File: config.mk
export PLATFORM = sky130hd
export DESIGN_NAME = nmea_rmc_gga_field_parser
export DESIGN_NICKNAME = d
export VERILOG_FILES = /design/src/nmea_pkg.sv /design/src/nmea_field_track.sv /design/src/nmea_decode.sv /design/src/nmea_rmc_gga_field_parser.sv
export SDC_FILE = /design/constraint.sdc
export NUM_CORES = 1
export LEC_CHECK = 0
export ABC_AREA = 1
export ABC_CLOCK_PERIOD_IN_PS = 5900
export BUFFER_PORTS_ARGS = -buffer_cell sky130_fd_sc_hd__buf_2
export CAP_MARGIN = 20
export CORE_UTILIZATION = 31
export DETAILED_ROUTE_END_ITERATION = 8
export HOLD_SLACK_MARGIN = 0.15
export PLACE_DENSITY_LB_ADDON = 0.3
export SYNTH_ARGS = -nofsm -noshare
export SYNTH_HDL_FRONTEND = slang
export SYNTH_SLANG_ARGS = --single-unit
File: constraint.sdc
create_clock -name clk -period 5.9 [get_ports clk]
set_input_delay 1.18 -clock clk [delete_from_list [all_inputs] [get_ports clk]]
set_output_delay 1.18 -clock clk [all_outputs]
set_load 0.01 [all_outputs]
File: src/nmea_pkg.sv
// ----------------------------------------------------------------------------
// nmea_pkg
// Shared types and constants of the NMEA RMC/GGA field parser.
// ----------------------------------------------------------------------------
package nmea_pkg;

  // Longest field held while it is open; longer fields are truncated.
  localparam int FIELD_LEN = 12;
  localparam int CC_W      = $clog2(FIELD_LEN + 1);
  localparam int IDX_W     = (FIELD_LEN > 1) ? $clog2(FIELD_LEN) : 1;

  localparam int TIME_LEN = 6;
  localparam int DATE_LEN = 6;
  localparam int SAT_LEN  = 2;
  localparam int NAME_LEN = 5;

  localparam logic [3:0] FIELD_MAX = 4'd15;
  localparam logic [3:0] FLD_NAME  = 4'd0;
  localparam logic [3:0] FLD_TIME  = 4'd1;
  localparam logic [3:0] FLD_SAT   = 4'd7;
  localparam logic [3:0] FLD_DATE  = 4'd9;

  localparam logic [7:0] CH_DOLLAR = 8'h24;
  localparam logic [7:0] CH_COMMA  = 8'h2C;
  localparam logic [7:0] CH_CR     = 8'h0D;
  localparam logic [7:0] CH_ZERO   = 8'h30;
  localparam logic [7:0] CH_NINE   = 8'h39;

  // Index 0 holds the first character.
  localparam logic [NAME_LEN-1:0][7:0] NAME_RMC = {"C", "M", "R", "P", "G"};
  localparam logic [NAME_LEN-1:0][7:0] NAME_GGA = {"A", "G", "G", "P", "G"};

  typedef enum logic [1:0] {
    KIND_NONE,
    KIND_RMC,
    KIND_GGA,
    KIND_OTHER
  } kind_t;

  // Kept characters of the last stored time, date and satellite fields.
  typedef struct packed {
    logic [SAT_LEN-1:0][7:0]  sat_chars;
    logic [DATE_LEN-1:0][7:0] date_chars;
    logic [TIME_LEN-1:0][7:0] time_chars;
  } keep_t;

  // One result item; fix_ready is the lowest bit.
  typedef struct packed {
    logic [6:0] satellites;
    logic [7:0] year;
    logic [7:0] month;
    logic [7:0] day;
    logic [7:0] second;
    logic [7:0] minute;
    logic [7:0] hour;
    logic       fix_ready;
  } result_t;

  function automatic logic is_digit(input logic [7:0] c);
    return (c >= CH_ZERO) && (c <= CH_NINE);
  endfunction

  // (a-'0')*10 + (b-'0'), wrapped to 8 bits.
  function automatic logic [7:0] two_digits(input logic [7:0] a, input logic [7:0] b);
    logic [7:0] av;
    logic [7:0] bv;
    av = a - CH_ZERO;
    bv = b - CH_ZERO;
    return {av[4:0], 3'b000} + {av[6:0], 1'b0} + bv;
  endfunction

endpackage

File: src/nmea_field_track.sv
// ----------------------------------------------------------------------------
// nmea_field_track
// Field buffer, counters, sentence kind and kept fields; one byte per cycle while acc is high.
// ----------------------------------------------------------------------------
module nmea_field_track (
  input  logic            clk,
  input  logic            rst_n,
  input  logic            acc,
  input  logic [7:0]      rx_byte,
  output nmea_pkg::keep_t keep_nxt,
  output logic            ready_nxt
);

  logic [nmea_pkg::FIELD_LEN-1:0][7:0] chars_r, chars_nxt;
  logic [nmea_pkg::CC_W-1:0]           cc_r, cc_nxt;
  logic [3:0]                          fc_r, fc_nxt;
  nmea_pkg::kind_t                     kind_r, kind_nxt;
  logic                                rmc_seen_r, rmc_seen_nxt;
  logic                                gga_seen_r, gga_seen_nxt;
  nmea_pkg::keep_t                     keep_r;
  logic                                is_rmc, is_gga;
  logic                                rmc_set, gga_set;

  always_comb begin
    is_rmc = (cc_r == nmea_pkg::CC_W'(nmea_pkg::NAME_LEN));
    is_gga = is_rmc;
    for (int i = 0; i < nmea_pkg::NAME_LEN; i++) begin
      if (chars_r[i] != nmea_pkg::NAME_RMC[i]) is_rmc = 1'b0;
      if (chars_r[i] != nmea_pkg::NAME_GGA[i]) is_gga = 1'b0;
    end
  end

  always_comb begin
    chars_nxt    = chars_r;
    cc_nxt       = cc_r;
    fc_nxt       = fc_r;
    kind_nxt     = kind_r;
    rmc_seen_nxt = rmc_seen_r;
    gga_seen_nxt = gga_seen_r;
    keep_nxt     = keep_r;
    ready_nxt    = 1'b0;
    rmc_set      = rmc_seen_r || (kind_r == nmea_pkg::KIND_RMC);
    gga_set      = gga_seen_r || (kind_r == nmea_pkg::KIND_GGA);
    unique case (rx_byte)
      nmea_pkg::CH_DOLLAR: begin
        cc_nxt = '0;
        fc_nxt = '0;
      end
      nmea_pkg::CH_COMMA: begin
        if (fc_r == nmea_pkg::FLD_NAME) begin
          if (is_rmc)      kind_nxt = nmea_pkg::KIND_RMC;
          else if (is_gga) kind_nxt = nmea_pkg::KIND_GGA;
          else             kind_nxt = nmea_pkg::KIND_OTHER;
        end else if (kind_r == nmea_pkg::KIND_RMC && fc_r == nmea_pkg::FLD_TIME) begin
          // strcpy-like: chars, one zero, older bytes past it stay
          for (int i = 0; i < nmea_pkg::TIME_LEN; i++) begin
            if (nmea_pkg::CC_W'(i) < cc_r)       keep_nxt.time_chars[i] = chars_r[i];
            else if (nmea_pkg::CC_W'(i) == cc_r) keep_nxt.time_chars[i] = 8'h00;
          end
        end else if (kind_r == nmea_pkg::KIND_RMC && fc_r == nmea_pkg::FLD_DATE) begin
          for (int i = 0; i < nmea_pkg::DATE_LEN; i++) begin
            if (nmea_pkg::CC_W'(i) < cc_r)       keep_nxt.date_chars[i] = chars_r[i];
            else if (nmea_pkg::CC_W'(i) == cc_r) keep_nxt.date_chars[i] = 8'h00;
          end
        end else if (kind_r == nmea_pkg::KIND_GGA && fc_r == nmea_pkg::FLD_SAT) begin
          for (int i = 0; i < nmea_pkg::SAT_LEN; i++) begin
            if (nmea_pkg::CC_W'(i) < cc_r)       keep_nxt.sat_chars[i] = chars_r[i];
            else if (nmea_pkg::CC_W'(i) == cc_r) keep_nxt.sat_chars[i] = 8'h00;
          end
        end
        if (fc_r != nmea_pkg::FIELD_MAX) fc_nxt = fc_r + 4'd1;
        cc_nxt = '0;
      end
      nmea_pkg::CH_CR: begin
        if (rmc_set && gga_set) begin
          rmc_seen_nxt = 1'b0;
          gga_seen_nxt = 1'b0;
          ready_nxt    = 1'b1;
        end else begin
          rmc_seen_nxt = rmc_set;
          gga_seen_nxt = gga_set;
        end
      end
      default: begin
        // drop characters past the end of the buffer
        if (cc_r < nmea_pkg::CC_W'(nmea_pkg::FIELD_LEN)) begin
          chars_nxt[cc_r[nmea_pkg::IDX_W-1:0]] = rx_byte;
          cc_nxt = cc_r + nmea_pkg::CC_W'(1);
        end
      end
    endcase
  end

  always_ff @(posedge clk) begin
    if (!rst_n) begin
      cc_r       <= '0;
      fc_r       <= '0;
      kind_r     <= nmea_pkg::KIND_NONE;
      rmc_seen_r <= 1'b0;
      gga_seen_r <= 1'b0;
      keep_r     <= '0;
    end else if (acc) begin
      cc_r       <= cc_nxt;
      fc_r       <= fc_nxt;
      kind_r     <= kind_nxt;
      rmc_seen_r <= rmc_seen_nxt;
      gga_seen_r <= gga_seen_nxt;
      keep_r     <= keep_nxt;
    end
  end

  always_ff @(posedge clk) begin
    if (acc) begin
      chars_r <= chars_nxt;
    end
  end

endmodule

File: src/nmea_decode.sv
// ----------------------------------------------------------------------------
// nmea_decode
// Turn kept ASCII characters into binary time, date and satellite count.
// ----------------------------------------------------------------------------
module nmea_decode (
  input  nmea_pkg::keep_t   keep,
  input  logic              fix_ready,
  output nmea_pkg::result_t result
);

  logic [7:0] s0, s1;
  logic [6:0] sats;

  always_comb begin
    s0 = keep.sat_chars[0] - nmea_pkg::CH_ZERO;
    s1 = keep.sat_chars[1] - nmea_pkg::CH_ZERO;
    sats = '0;
    if (nmea_pkg::is_digit(keep.sat_chars[0])) begin
      sats = s0[6:0];
      if (nmea_pkg::is_digit(keep.sat_chars[1])) begin
        sats = {s0[3:0], 3'b000} + {s0[5:0], 1'b0} + s1[6:0];
      end
    end
  end

  always_comb begin
    result.fix_ready  = fix_ready;
    result.hour       = nmea_pkg::two_digits(keep.time_chars[0], keep.time_chars[1]);
    result.minute     = nmea_pkg::two_digits(keep.time_chars[2], keep.time_chars[3]);
    result.second     = nmea_pkg::two_digits(keep.time_chars[4], keep.time_chars[5]);
    result.day        = nmea_pkg::two_digits(keep.date_chars[0], keep.date_chars[1]);
    result.month      = nmea_pkg::two_digits(keep.date_chars[2], keep.date_chars[3]);
    result.year       = nmea_pkg::two_digits(keep.date_chars[4], keep.date_chars[5]);
    result.satellites = sats;
  end

endmodule

File: src/nmea_rmc_gga_field_parser.sv
// ----------------------------------------------------------------------------
// nmea_rmc_gga_field_parser
// Byte-stream parser for GPRMC/GPGGA sentences with decoded time, date, sats.
// ----------------------------------------------------------------------------
//
//  channel | dir | tdata bits (low to high)
//  --------+-----+--------------------------------------------------------------
//  in_     | in  | rx_byte[7:0]
//  out_    | out | fix_ready[0] hour[8:1] minute[16:9] second[24:17]
//          |     | day[32:25] month[40:33] year[48:41] satellites[55:49]
//
//  One request per cycle while the output is not stalled: each accepted byte
//  updates the parser state and loads its result into the output register on
//  the same edge, so it is offered in the cycle after; one byte per clock.
//  Reset (rst_n low, synchronous) clears counters, sentence kind, seen marks,
//  kept fields and the output valid; the open field buffer is not cleared.
//  A stalled output holds its result and stops input until the cycle it is taken.
//
module nmea_rmc_gga_field_parser (
  input  logic        clk,
  input  logic        rst_n,
  input  logic        in_tvalid,
  output logic        in_tready,
  input  logic [7:0]  in_tdata,   // rx_byte[7:0]
  output logic        out_tvalid,
  input  logic        out_tready,
  output logic [55:0] out_tdata   // fix_ready, hour, minute, second, day, month,
                                  // year, satellites
);

  logic              acc;
  nmea_pkg::keep_t   keep_nxt;
  logic              ready_nxt;
  nmea_pkg::result_t result_nxt;
  nmea_pkg::result_t result_r;
  logic              out_valid_r;

  // Take a byte whenever the output register is empty or being drained.
  assign in_tready = !out_valid_r || out_tready;
  assign acc       = in_tvalid && in_tready;

  nmea_field_track u_track (
    .clk       (clk),
    .rst_n     (rst_n),
    .acc       (acc),
    .rx_byte   (in_tdata),
    .keep_nxt  (keep_nxt),
    .ready_nxt (ready_nxt)
  );

  // Decode from the state the byte leaves behind.
  nmea_decode u_decode (
    .keep      (keep_nxt),
    .fix_ready (ready_nxt),
    .result    (result_nxt)
  );

  always_ff @(posedge clk) begin
    if (!rst_n) begin
      out_valid_r <= 1'b0;
    end else if (acc) begin
      out_valid_r <= 1'b1;
    end else if (out_tready) begin
      out_valid_r <= 1'b0;
    end
  end

  // Hold the result until it is taken.
  always_ff @(posedge clk) begin
    if (acc) begin
      result_r <= result_nxt;
    end
  end

  assign out_tvalid = out_valid_r;
  assign out_tdata  = result_r;

  // An accepted byte always produces a result next cycle.
  a_acc_gives_result: assert property (@(posedge clk) disable iff (!rst_n)
    (in_tvalid && in_tready) |=> out_tvalid)
    else $error("accepted byte produced no result");

  // A held result blocks the input side.
  a_stall_blocks_input: assert property (@(posedge clk) disable iff (!rst_n)
    (out_tvalid && !out_tready) |-> !in_tready)
    else $error("input accepted while result stalled");

  // Only a carriage return can raise the fix pulse.
  a_ready_from_cr: assert property (@(posedge clk) disable iff (!rst_n)
    (in_tvalid && in_tready && (in_tdata != nmea_pkg::CH_CR)) |=> !out_tdata[0])
    else $error("fix_ready without carriage return");

  // Hold the result stable while stalled.
  a_hold_result: assert property (@(posedge clk) disable iff (!rst_n)
    (out_tvalid && !out_tready) |=> (out_tvalid && $stable(out_tdata)))
    else $error("stalled result changed");

endmodule

==> results.py, run 1 <==
metrics = {
    "run_status": {
        "status": "finished clean",
    },
    "sta": {
        "setup_ws_ns": 1.027,
        "max_slew.worst_pin.slew_ns": 1.025,
        "rsz0062_at_grt": "false",
        "min_period_ns": 4.873,
        "finalCritPeriodShare": 0.8259,
        "max_freq_mhz": 205.2,
        "finalSetupViolations": 0,
        "fin_skew_ns": 0.01530,
        "hold_viol": 0,
        "maxSlewHeadroom": 0.3104,
        "slew_viol_final": 0,
        "tns_ns": 0,
    },
    "worst_setup_path": {
        "r2r-start": "u_track.cc_r[1]",
        "rrSetupSlack_ns": 1.26,
        "crit_fanout": 31,
        "path_common_cell": "nand2_1",
        "rr_worst_depth": 20,
        "slowest_delay_ns": 0.50,
        "setup.worst_path.start_class": "input pin",
        "crit_chain": "buf_2 -> nand2_1 -> inv_1 -> nand2_4 -> nor2_8 -> nand2_4 -> inv_2 -> nand2_1 -> inv_1 -> o22ai_1 -> fa_1 -> ha_1 -> ha_1 -> fa_1 -> a31oi_1 -> or2_1 -> nand2_1 -> nand3_1 -> nand2_1 -> nand2_1 -> nand2_1",
        "r2r_end": "out_tdata[24]",
        "crit_slowest_cell": "fa_1",
        "critPathBufInv": 4,
        "cp.arrival_ns": 5.17,
        "critical-path-top-delay-family": "adder cells",
        "end_kind": "register",
        "path_class": "in2reg",
        "critPathRequiredTime_ns": 6.19,
    },
    "yosys": {
        "synth_edf_count": 104,
        "yosysWarningCount": 0,
        "syn_nets": 1657,
        "syn-instance-count": 1521,
        "syn_area_per_cell_um2": 8.452,
        "syn_area_mm2": 0.01285,
        "async_flop_share": 0,
        "yosysSeqAreaShare": 0.4283,
        "ys.flop_type": "dfxtp_1",
        "yosysUniqueCellTypes": 48,
        "ys_ff_latch": 223,
    },
    "floorplan": {
        "rows": 74,
        "die-area_mm2": 0.04229,
        "ios": 70,
        "die_w_um": 205.6,
        "coreArea_mm2": 0.04083,
        "fp.dieH_um": 205.6,
        "initial_utilization": 0.3148,
    },
    "routing": {
        "finalWirelength_mm": 33.33,
        "wl_per_cell_um": 15.59,
        "first_pass_iters": 5,
        "vias": 10050,
        "dr.first_iter.drc_count": 636,
        "vias_per_cell": 4.701,
        "antenna_left": 0,
        "drc": 0,
    },
    "clock_tree": {
        "clkTransAtPathRegs_ns": 0.06,
        "holdBufCountCts": 0,
        "post_cts_buffers": 0,
        "clock_path_buffers": 3,
        "cts-resized-gates": 0,
        "clock_tree.root_cell": "clkbuf_16",
        "cts_htree_levels": 1,
        "cts_sinks": 223,
        "cts_tree": "done",
        "insertion_delay_ns": 0.55,
        "cts_buffers": 27,
    },
    "final_layout": {
        "fin_util": 0.3591,
        "finalNonFillerCells": 2138,
        "multiInputGateArea_mm2": 0.005746,
        "drive_gt1_frac": 0.1083,
        "fillerInstances": 4143,
        "regArea_mm2": 0.005505,
        "syn_to_final_growth_pct": 14.07,
        "diodes": 0,
        "nNetsFinal": 1722,
    },
    "power_and_ir_drop": {
        "cellPowerDensity_mw_per_mm2": 303.9,
        "ir_drop_v": 0.0001897,
        "finalPower_mw": 4.457,
        "leakage_nw": 7.144,
    },
    "hold_path": {
        "holdCritStartpoint": "u_track.rmc_seen_r",
        "holdPathStages": 2,
        "holdPathEnd": "u_track.rmc_seen_r",
        "hp-class": "reg2reg",
    },
    "placed_design": {
        "place_congestion": 0.8188,
        "dp_cells": 2089,
        "dp_hpwl_mm": 24.45,
        "io_buffers": 69,
        "place_ws_ns": 0.4841,
    },
    "grt": {
        "grt_overflow_total": 0,
        "grt_pass1_vias": 9577,
        "grt_usage": 0.1591,
        "grt_max_degree": 109,
        "grt_pass1_wl_mm": 52.30,
        "grt_antenna_before_repair": 0,
    },
    "run": {
        "cap_violations": 0,
    },
}
worst max path at each step:
stage | startpoint | endpoint | slack (ns) | cells after the start
floorplan | in_tdata[7] | out_tdata[40] | 1.24 | 21
global placement | in_tdata[5] | out_tdata[32] | 0.50 | 21
detailed placement | in_tdata[2] | out_tdata[32] | 0.48 | 21
CTS | in_tdata[2] | out_tdata[32] | 1.04 | 21
global route | in_tdata[5] | out_tdata[32] | 0.61 | 21
finish | in_tdata[2] | out_tdata[32] | 1.03 | 21
layer usage:
metal / vias to the layer above / routed length (um) / global-route usage
met5: - / 0 / 0
met4: 0 / 860 / 0.05370
met3: 53 / 2120 / 0.02328
met2: 257 / 14490 / 0.2458
met1: 4684 / 15860 / 0.2255
li1: 5057 / - / -
tightest hold or removal path, cell delays in order (launching register included):
cell and delay, ns:
dfxtp_1 0.31, nand2_1 0.06, a21oi_1 0.05
registers in the layout, indices dropped and copies added (netlist names):
register / cells
u_track.rmc_seen_r: 1
u_track.kind_r: 2
u_track.gga_seen_r: 1
out_tdata: 56
u_track.cc_r: 4
out_tvalid: 1
u_track.chars_r: 48
u_track.keep_r: 106
u_track.fc_r: 4
per-stage QoR:
step | cell area (um2) | hold slack, ns
2_1_floorplan | 12850 | 0.4435
3_3_place_gp | 13750 | 0.4583
3_5_place_dp | 13750 | 0.4622
4_1_cts | 14660 | 0.4717
5_1_grt | 14660 | 0.5093
6_report | 14660 | 0.4699
cells in the mapped netlist, drive strengths merged (4+ instances only):
cell type  number  area (um2)
a21o            4       30.03
a21oi          92       464.2
a31oi           5       31.28
buf            19       126.4
clkbuf         27       101.4
dfxtp         119        2382
edfxtp        104        3123
fa             34       680.7
ha             90        1126
inv           367        1380
nand2         200       803.3
nand3          49       267.8
nand3b          4       30.03
nand4          11       68.82
nor2          112       516.8
nor3           11       55.05
nor4           14       87.58
o211ai         13       97.59
o21ai         145       752.0
o22ai          54       344.1
xnor2          12       105.1
xor2           21       183.9
report_power, final:
| part | internal [mW] | leakage (nW) | total, mW | switching, mW |
|---|---|---|---|---|
| clock network | 1.06 | 0.442 | 1.74 | 0.678 |
| logic | 0.336 | 4.73 | 0.887 | 0.551 |
| registers | 1.79 | 1.97 | 1.83 | 0.0473 |
layout by cell type (no fill, tap or decap), drive strengths merged:
cell type / Yosys / routed
fa: 34 / 34
clkinvlp: 0 / 3
o21ai: 145 / 145
buf: 19 / 82
or2: 1 / 1
a22oi: 2 / 2
o31ai: 1 / 1
xnor2: 12 / 12
inv: 367 / 369
a211oi: 1 / 1
bufinv: 0 / 5
clkinv: 1 / 10
nand4: 11 / 11
a31oi: 5 / 5
nand3b: 4 / 4
dfxtp: 119 / 119
nor4: 14 / 14
nor2b: 1 / 1
o21a: 3 / 3
nand3: 49 / 49
xor2: 21 / 21
nor2: 112 / 112
clkbuf: 27 / 30
nor3: 11 / 11
a21oi: 92 / 92
nand2: 200 / 200
o22ai: 54 / 54
or3: 1 / 1
o211ai: 13 / 13
ha: 90 / 90
nor3b: 3 / 3
a21o: 4 / 4
edfxtp: 104 / 104
kinds of logic (layout without fill, tap and decap cells):
| family | count (synthesis) | in the layout | synth area share |
|---|---|---|---|
| AOI/OAI and AO/OA | 320 | 320 | 0.1378 |
| and+or+nand+nor | 407 | 407 | 0.1455 |
| adders and majority gates | 124 | 124 | 0.1405 |
| xor gates and xnor gates | 33 | 33 | 0.02248 |
| DFF | 223 | 223 | 0.4283 |
| buffers and inverters | 414 | 499 | 0.1254 |
final cells by class:
type / count / area share
Clock buffer: 30 / 0.04684
Multi-Input combinational cell: 884 / 0.3918
Tap cell: 532 / 0.04539
Inverter: 368 / 0.09454
Clock inverter: 19 / 0.01578
Timing Repair Buffer: 82 / 0.03020
Sequential cell: 223 / 0.3754
Power figures use the tool's default switching activity.
==> run 2, diff against run 1 <==
--- a/config.mk
+++ b/config.mk
@@ -5,8 +5,8 @@
 export SDC_FILE = /design/constraint.sdc
 export NUM_CORES = 1
 export LEC_CHECK = 0
-export ABC_AREA = 1
-export ABC_CLOCK_PERIOD_IN_PS = 5900
+export ABC_AREA = 0
+export ABC_CLOCK_PERIOD_IN_PS = 5040
 export BUFFER_PORTS_ARGS = -buffer_cell sky130_fd_sc_hd__buf_2
 export CAP_MARGIN = 20
 export CORE_UTILIZATION = 31
==> constraint.sdc (replaced) <==
create_clock -name clk -period 5.04 [get_ports clk]
set_input_delay 1.008 -clock clk [delete_from_list [all_inputs] [get_ports clk]]
set_output_delay 1.008 -clock clk [all_outputs]
set_load 0.01 [all_outputs]
==> results.py, run 2 <==
metrics = {
    "yosys": {
        "syn_area_per_cell_um2": 10.26,
        "syn-instance-count": 1184,
        "ys.flop_type": "dfxtp_1",
        "synth_common_cells": "nor2_1 (130), dfxtp_1 (119), edfxtp_1 (104), ha_1 (90), a22oi_1 (83)",
        "syn_area_mm2": 0.01215,
        "ys_ff_latch": 223,
        "syn_nets": 1320,
        "ys_top_cells_by_area": "edfxtp_1 (26%), dfxtp_1 (20%), ha_1 (9.3%)",
        "synth_top_area_cell": "edfxtp_1",
        "synth_top_area_frac": 0.2570,
        "yosysUniqueCellTypes": 67,
        "post-synth-top-count-cell": "nor2_1",
        "synth_edf_count": 104,
        "yosysWarningCount": 0,
        "yosysSeqAreaShare": 0.4530,
        "async_flop_share": 0,
    },
    "routing": {
        "antenna_left": 0,
        "drc": 0,
        "top_layer": "met4",
        "wl_per_cell_um": 17.97,
        "dr.first_iter.drc_count": 889,
        "vias_per_cell": 5.135,
        "wl_met3_mm": 2.085,
        "vias": 9593,
        "wl_met2_mm": 15.75,
        "finalWirelength_mm": 33.57,
        "drt-met1-wl_mm": 15.19,
        "first_pass_iters": 6,
    },
    "worst_setup_path": {
        "end_kind": "register",
        "cp.arrival_ns": 4.82,
        "path_class": "in2reg",
        "path_common_cell": "xnor2_1",
        "setup.worst_path.start_class": "input pin",
        "critical-path-top-delay-family": "adder cells",
        "crit_fanout": 6,
        "crit_chain": "buf_2 -> or4b_4 -> nor3_1 -> buf_4 -> nand3_1 -> buf_4 -> a22oi_1 -> ha_1 -> inv_1 -> fa_1 -> fa_1 -> a21o_1 -> a21oi_1 -> xnor2_1 -> xnor2_1 -> xnor2_1",
        "crit_slowest_cell": "or4b_4",
        "critPathRequiredTime_ns": 5.33,
        "slowest_delay_ns": 0.55,
        "critPathBufInv": 4,
    },
    "hold_path": {
        "hp-class": "reg2reg",
    },
    "power_and_ir_drop": {
        "cellPowerDensity_mw_per_mm2": 301.6,
        "finalPower_mw": 4.388,
        "leakage_nw": 5.948,
        "ir_drop_v": 0.0002233,
    },
    "sta": {
        "finalCritPeriodShare": 0.8990,
        "max_freq_mhz": 220.7,
        "maxSlewHeadroom": 0.4086,
        "slew_viol_final": 0,
        "finalSetupViolations": 0,
        "hold_viol": 0,
        "hold_slack_ns": 0.4542,
        "rsz0062_at_grt": "false",
        "max_slew.worst_pin.slew_ns": 0.8871,
        "min_period_ns": 4.531,
        "tns_ns": 0,
        "fin_skew_ns": 0.01143,
    },
    "floorplan": {
        "initial_utilization": 0.3144,
        "coreArea_mm2": 0.03865,
        "rows": 72,
        "fp.dieH_um": 200.0,
        "ios": 70,
        "die_w_um": 200.0,
        "die-area_mm2": 0.03999,
    },
    "clock_tree": {
        "cts_tree": "done",
        "holdBufCountCts": 0,
        "cts-resized-gates": 0,
        "clock_tree.root_cell": "clkbuf_16",
        "cts_buffers": 27,
        "post_cts_buffers": 0,
        "clkTransAtPathRegs_ns": 0.06,
        "clock_path_buffers": 3,
        "cts_sinks": 223,
        "insertion_delay_ns": 0.55,
        "cts_htree_levels": 1,
    },
    "placed_design": {
        "place_congestion": 0.8480,
        "io_buffers": 69,
        "post_dp_cell_area_mm2": 0.01374,
        "dp_hpwl_mm": 24.34,
    },
    "final_layout": {
        "drive_gt1_frac": 0.1674,
        "fillerInstances": 3813,
        "post-route-cell-area_mm2": 0.01455,
        "largest_reg_flops": 106,
        "top_register": "u_track.keep_r",
        "nNetsFinal": 1466,
        "diodes": 0,
        "layout_common_cells": "nor2_1 (130), dfxtp_1 (119), edfxtp_1 (104)",
        "syn_to_final_growth_pct": 19.74,
        "final_common_cell": "nor2_1",
    },
    "grt": {
        "grt_overflow_total": 0,
        "grt_pass1_wl_mm": 52.90,
        "grt_usage": 0.1714,
        "grt_max_degree": 69,
        "grt_antenna_before_repair": 0,
        "grt_pass1_vias": 9388,
    },
    "run_status": {
        "status": "finished clean",
    },
    "run": {
        "cap_violations": 0,
    },
}
-- run 2: cell count changes in the layout (fill, tap and decap cells not counted), moves of 33 or more --
| cell | change |
|---|---|
| a22oi_1 | +81 |
| nand2_1 | -111 |
| o21ai_0 | -83 |
| buf_4 | +82 |
| inv_1 | -278 |
| o22ai_1 | -52 |
| a22o_1 | +39 |
| nor2_1 | +33 |
-- run 2: worst reg2reg max path: cells and delay by family (launching register included) --
family,cells,cell delay (ns)
buffers and inverters,1,0.05
AND/OR/NAND/NOR,3,1.08
adder cells (fa/ha/maj),5,1.73
flip-flops,1,0.41
XOR/XNOR,3,0.42
AO/OA/AOI/OAI,3,0.56
-- run 2: kinds of logic (layout without fill, tap and decap cells) --
| group | Yosys count | after routing | synth area share |
|---|---|---|---|
| and+or+nand+nor | 359 | 359 | 0.1484 |
| AOI/OAI and AO/OA | 296 | 296 | 0.1699 |
| DFF | 223 | 223 | 0.4530 |
| buffers and inverters | 129 | 295 | 0.04088 |
| adders and majority gates | 124 | 124 | 0.1487 |
| xor gates and xnor gates | 49 | 49 | 0.03532 |
| muxes | 4 | 4 | 0.003809 |
-- run 2: cell type report --
cell class	instances	area, um2	share of cell area
clock buffer	32	694.4	0.04773
clock inverter	17	117.6	0.008083
inverter	78	296.5	0.02038
multi-input combinational	832	6150	0.4227
sequential	223	5505	0.3784
tap	518	648.1	0.04454
timing repair buffer	168	1139	0.07825
-- run 2: layer usage --
metal | up-vias | track usage
li1 | 4610 | -
met4 | 0 | 0.04439
met5 | - | 0
met1 | 4667 | 0.2356
met2 | 285 | 0.2794
met3 | 31 | 0.02688
-- run 2: path summary, 6_finish.rpt --
path	start	end	slack, ns	depth (start not counted)
max	in_tdata[6]	out_tdata[16]	0.51	16
min	u_track.keep_r[6]	u_track.keep_r[6]	0.45	2
min reg2reg	u_track.keep_r[6]	u_track.keep_r[6]	0.45	2
max reg2reg	u_track.cc_r[0]	out_tdata[40]	0.56	15
-- run 2: power by group --
part / switching, mW / leakage (nW) / internal, mW
registers: 0.0390 / 1.94 / 1.98
logic: 0.310 / 3.61 / 0.229
clock network: 0.795 / 0.399 / 1.03
total: 1.14 / 5.95 / 3.24
-- run 2: through the flow --
step,util,instances,setup WS [ns]
after floorplan,-,1184,0.1474
after global placement,0.3555,1819,0.05222
after detailed placement,0.3555,1819,-0.04268
after CTS,0.3765,1868,0.5141
after global routing,0.3765,1868,0.2817
final,0.3765,1868,0.5093
==> run 3, diff against run 2 <==
--- a/config.mk
+++ b/config.mk
@@ -15,4 +15,5 @@
 export PLACE_DENSITY_LB_ADDON = 0.3
 export SYNTH_ARGS = -nofsm -noshare
 export SYNTH_HDL_FRONTEND = slang
+export SYNTH_HIERARCHICAL = 1
 export SYNTH_SLANG_ARGS = --single-unit
==> results.py, run 3 <==
metrics = {
    "run_status": {
        "status": "finished clean",
    },
    "run": {
        "cap_violations": 0,
    },
    "grt": {
        "grt_usage": 0.1581,
        "grt_pass1_vias": 8872,
        "grt_pass1_wl_mm": 50.67,
        "grt_max_degree": 78,
        "grt_antenna_before_repair": 0,
        "grt_overflow_total": 0,
    },
    "worst_setup_path": {
        "rrSetupSlack_ns": 0.86,
        "r2r_end": "out_tdata[48]",
        "path_class": "in2reg",
        "rr_worst_depth": 13,
        "setup.worst_path.start_class": "input pin",
        "crit_slowest_cell": "or4_4",
        "critPathRequiredTime_ns": 5.31,
        "slowest_delay_ns": 0.64,
        "cp.arrival_ns": 4.61,
        "end_kind": "register",
        "crit_chain": "buf_2 -> or4b_1 -> or4_4 -> nor2_4 -> a22o_1 -> inv_1 -> fa_1 -> inv_1 -> ha_1 -> ha_1 -> fa_1 -> xor2_1 -> mux2i_1 -> nor2_1",
        "r2r-start": "u_track/fc_r[0]",
        "crit_fanout": 18,
    },
    "power_and_ir_drop": {
        "clockPowerShare": 0.479,
        "net-switching-power_mw": 0.9044,
        "p_seq_frac": 0.480,
        "p_sw_frac": 0.2230,
        "finalPower_mw": 4.054,
        "cellPowerDensity_mw_per_mm2": 284.4,
        "intPower_mw": 3.150,
        "leakage_nw": 5.475,
        "ir_drop_v": 0.0002390,
        "combPwrFrac": 0.041,
    },
    "final_layout": {
        "finalNonFillerCells": 1781,
        "top_register": "u_track/keep_r",
        "syn_to_final_growth_pct": 15.72,
        "largest_reg_flops": 106,
        "diodes": 0,
        "final_common_cell": "nand2_1",
        "drive_gt1_frac": 0.1504,
        "nNetsFinal": 1379,
        "layout_common_cells": "nand2_1 (161), dfxtp_1 (119), edfxtp_1 (104)",
        "fin_util": 0.3663,
    },
    "routing": {
        "vias_per_cell": 5.132,
        "vias": 9140,
        "antenna_left": 0,
        "wl_per_cell_um": 18.09,
        "first_pass_iters": 5,
        "finalWirelength_mm": 32.21,
        "drc": 0,
        "dr.first_iter.drc_count": 641,
    },
    "sta": {
        "finalCritPeriodShare": 0.8605,
        "rsz0062_at_grt": "false",
        "hold_slack_ns": 0.4572,
        "maxSlewHeadroom": 0.3512,
        "max_freq_mhz": 230.6,
        "min_period_ns": 4.337,
        "tns_ns": 0,
        "fin_skew_ns": 0.02752,
        "slew_viol_final": 0,
        "max_slew.worst_pin.slew_ns": 0.9657,
        "hold_viol": 0,
        "finalSetupViolations": 0,
    },
    "yosys": {
        "syn-instance-count": 1163,
        "syn_area_mm2": 0.01232,
        "yosysWarningCount": 6,
        "syn_area_per_cell_um2": 10.59,
        "syn_nets": 1299,
    },
    "floorplan": {
        "die-area_mm2": 0.04054,
        "rows": 72,
        "initial_utilization": 0.3165,
        "fp.dieH_um": 201.3,
        "die_w_um": 201.3,
        "ios": 70,
        "coreArea_mm2": 0.03892,
    },
    "placed_design": {
        "dp_cells": 1733,
        "dp_hpwl_mm": 23.14,
        "place_congestion": 0.8477,
        "io_buffers": 69,
    },
    "clock_tree": {
        "insertion_delay_ns": 0.55,
        "cts_sinks": 223,
        "clkTransAtPathRegs_ns": 0.06,
        "cts_buffers": 26,
        "holdBufCountCts": 0,
        "cts_tree": "done",
        "post_cts_buffers": 0,
        "clock_path_buffers": 3,
        "clock_tree.root_cell": "clkbuf_16",
        "cts_htree_levels": 1,
        "cts-resized-gates": 0,
    },
    "hold_path": {
        "holdCritStartpoint": "u_track/keep_r[54]",
        "holdPathEnd": "u_track/keep_r[54]",
        "holdPathStages": 2,
        "hp-class": "reg2reg",
    },
}
==> run 3: power by group through the flow <==
stage,clock network (mW),logic [mW],registers [mW]
global placement,0,0.165,1.98
global route,2.08,0.179,1.95
floorplan,0,0.0839,1.98
CTS,2.01,0.166,1.94
detailed placement,0,0.165,1.98
finish,1.94,0.167,1.94
==> run 3: layer usage <==
layer | GRT usage | part of all wire | up-vias
met5 | 0 | 0 | -
met4 | 0.04302 | 0.020 | 0
met3 | 0.02284 | 0.052 | 49
met2 | 0.2426 | 0.44 | 254
met1 | 0.2307 | 0.48 | 4463
li1 | - | - | 4374
==> run 3: worst max-delay path by stage <==
| stage | startpoint | to | slack, ns | depth (start not counted) |
|---|---|---|---|---|
| 6_report | in_tdata[0] | out_tdata[54] | 0.70 | 14 |
| 5_1_grt | in_tdata[0] | out_tdata[55] | 0.52 | 13 |
| 4_1_cts | in_tdata[0] | out_tdata[54] | 0.73 | 14 |
| 3_5_place_dp | in_tdata[0] | out_tdata[55] | 0.18 | 14 |
| 3_3_place_gp | in_tdata[0] | out_tdata[54] | 0.23 | 13 |
| 2_1_floorplan | in_tdata[1] | out_tdata[54] | 0.11 | 15 |
==> run 3: stage by stage <==
stage | worst slack, ns | area (um2)
after CTS | 0.7270 | 14250
after detailed placement | 0.1824 | 13370
after floorplan | 0.1142 | 12320
after global routing | 0.5224 | 14250
final | 0.7029 | 14250
after global placement | 0.2337 | 13370
==> run 3: area by class of cell <==
| cell class | instances | area, um2 |
|---|---|---|
| clock buffers | 34 | 700.7 |
| clock inverters | 14 | 181.4 |
| fillers | 3906 | 24660 |
| inverters | 99 | 371.6 |
| multi-input cells | 778 | 6142 |
| flip-flops and latches | 223 | 5505 |
| well taps | 518 | 648.1 |
| repair buffers | 115 | 705.7 |
==> run 3: worst max-delay path: cells and delay by family <==
| family | cells | cell delay, ns |
|---|---|---|
| fa+ha+maj | 4 | 1.37 |
| buf+inv | 3 | 0.25 |
| compound gates | 1 | 0.19 |
| simple gates | 4 | 1.49 |
| mux | 1 | 0.12 |
| xor+xnor | 1 | 0.17 |
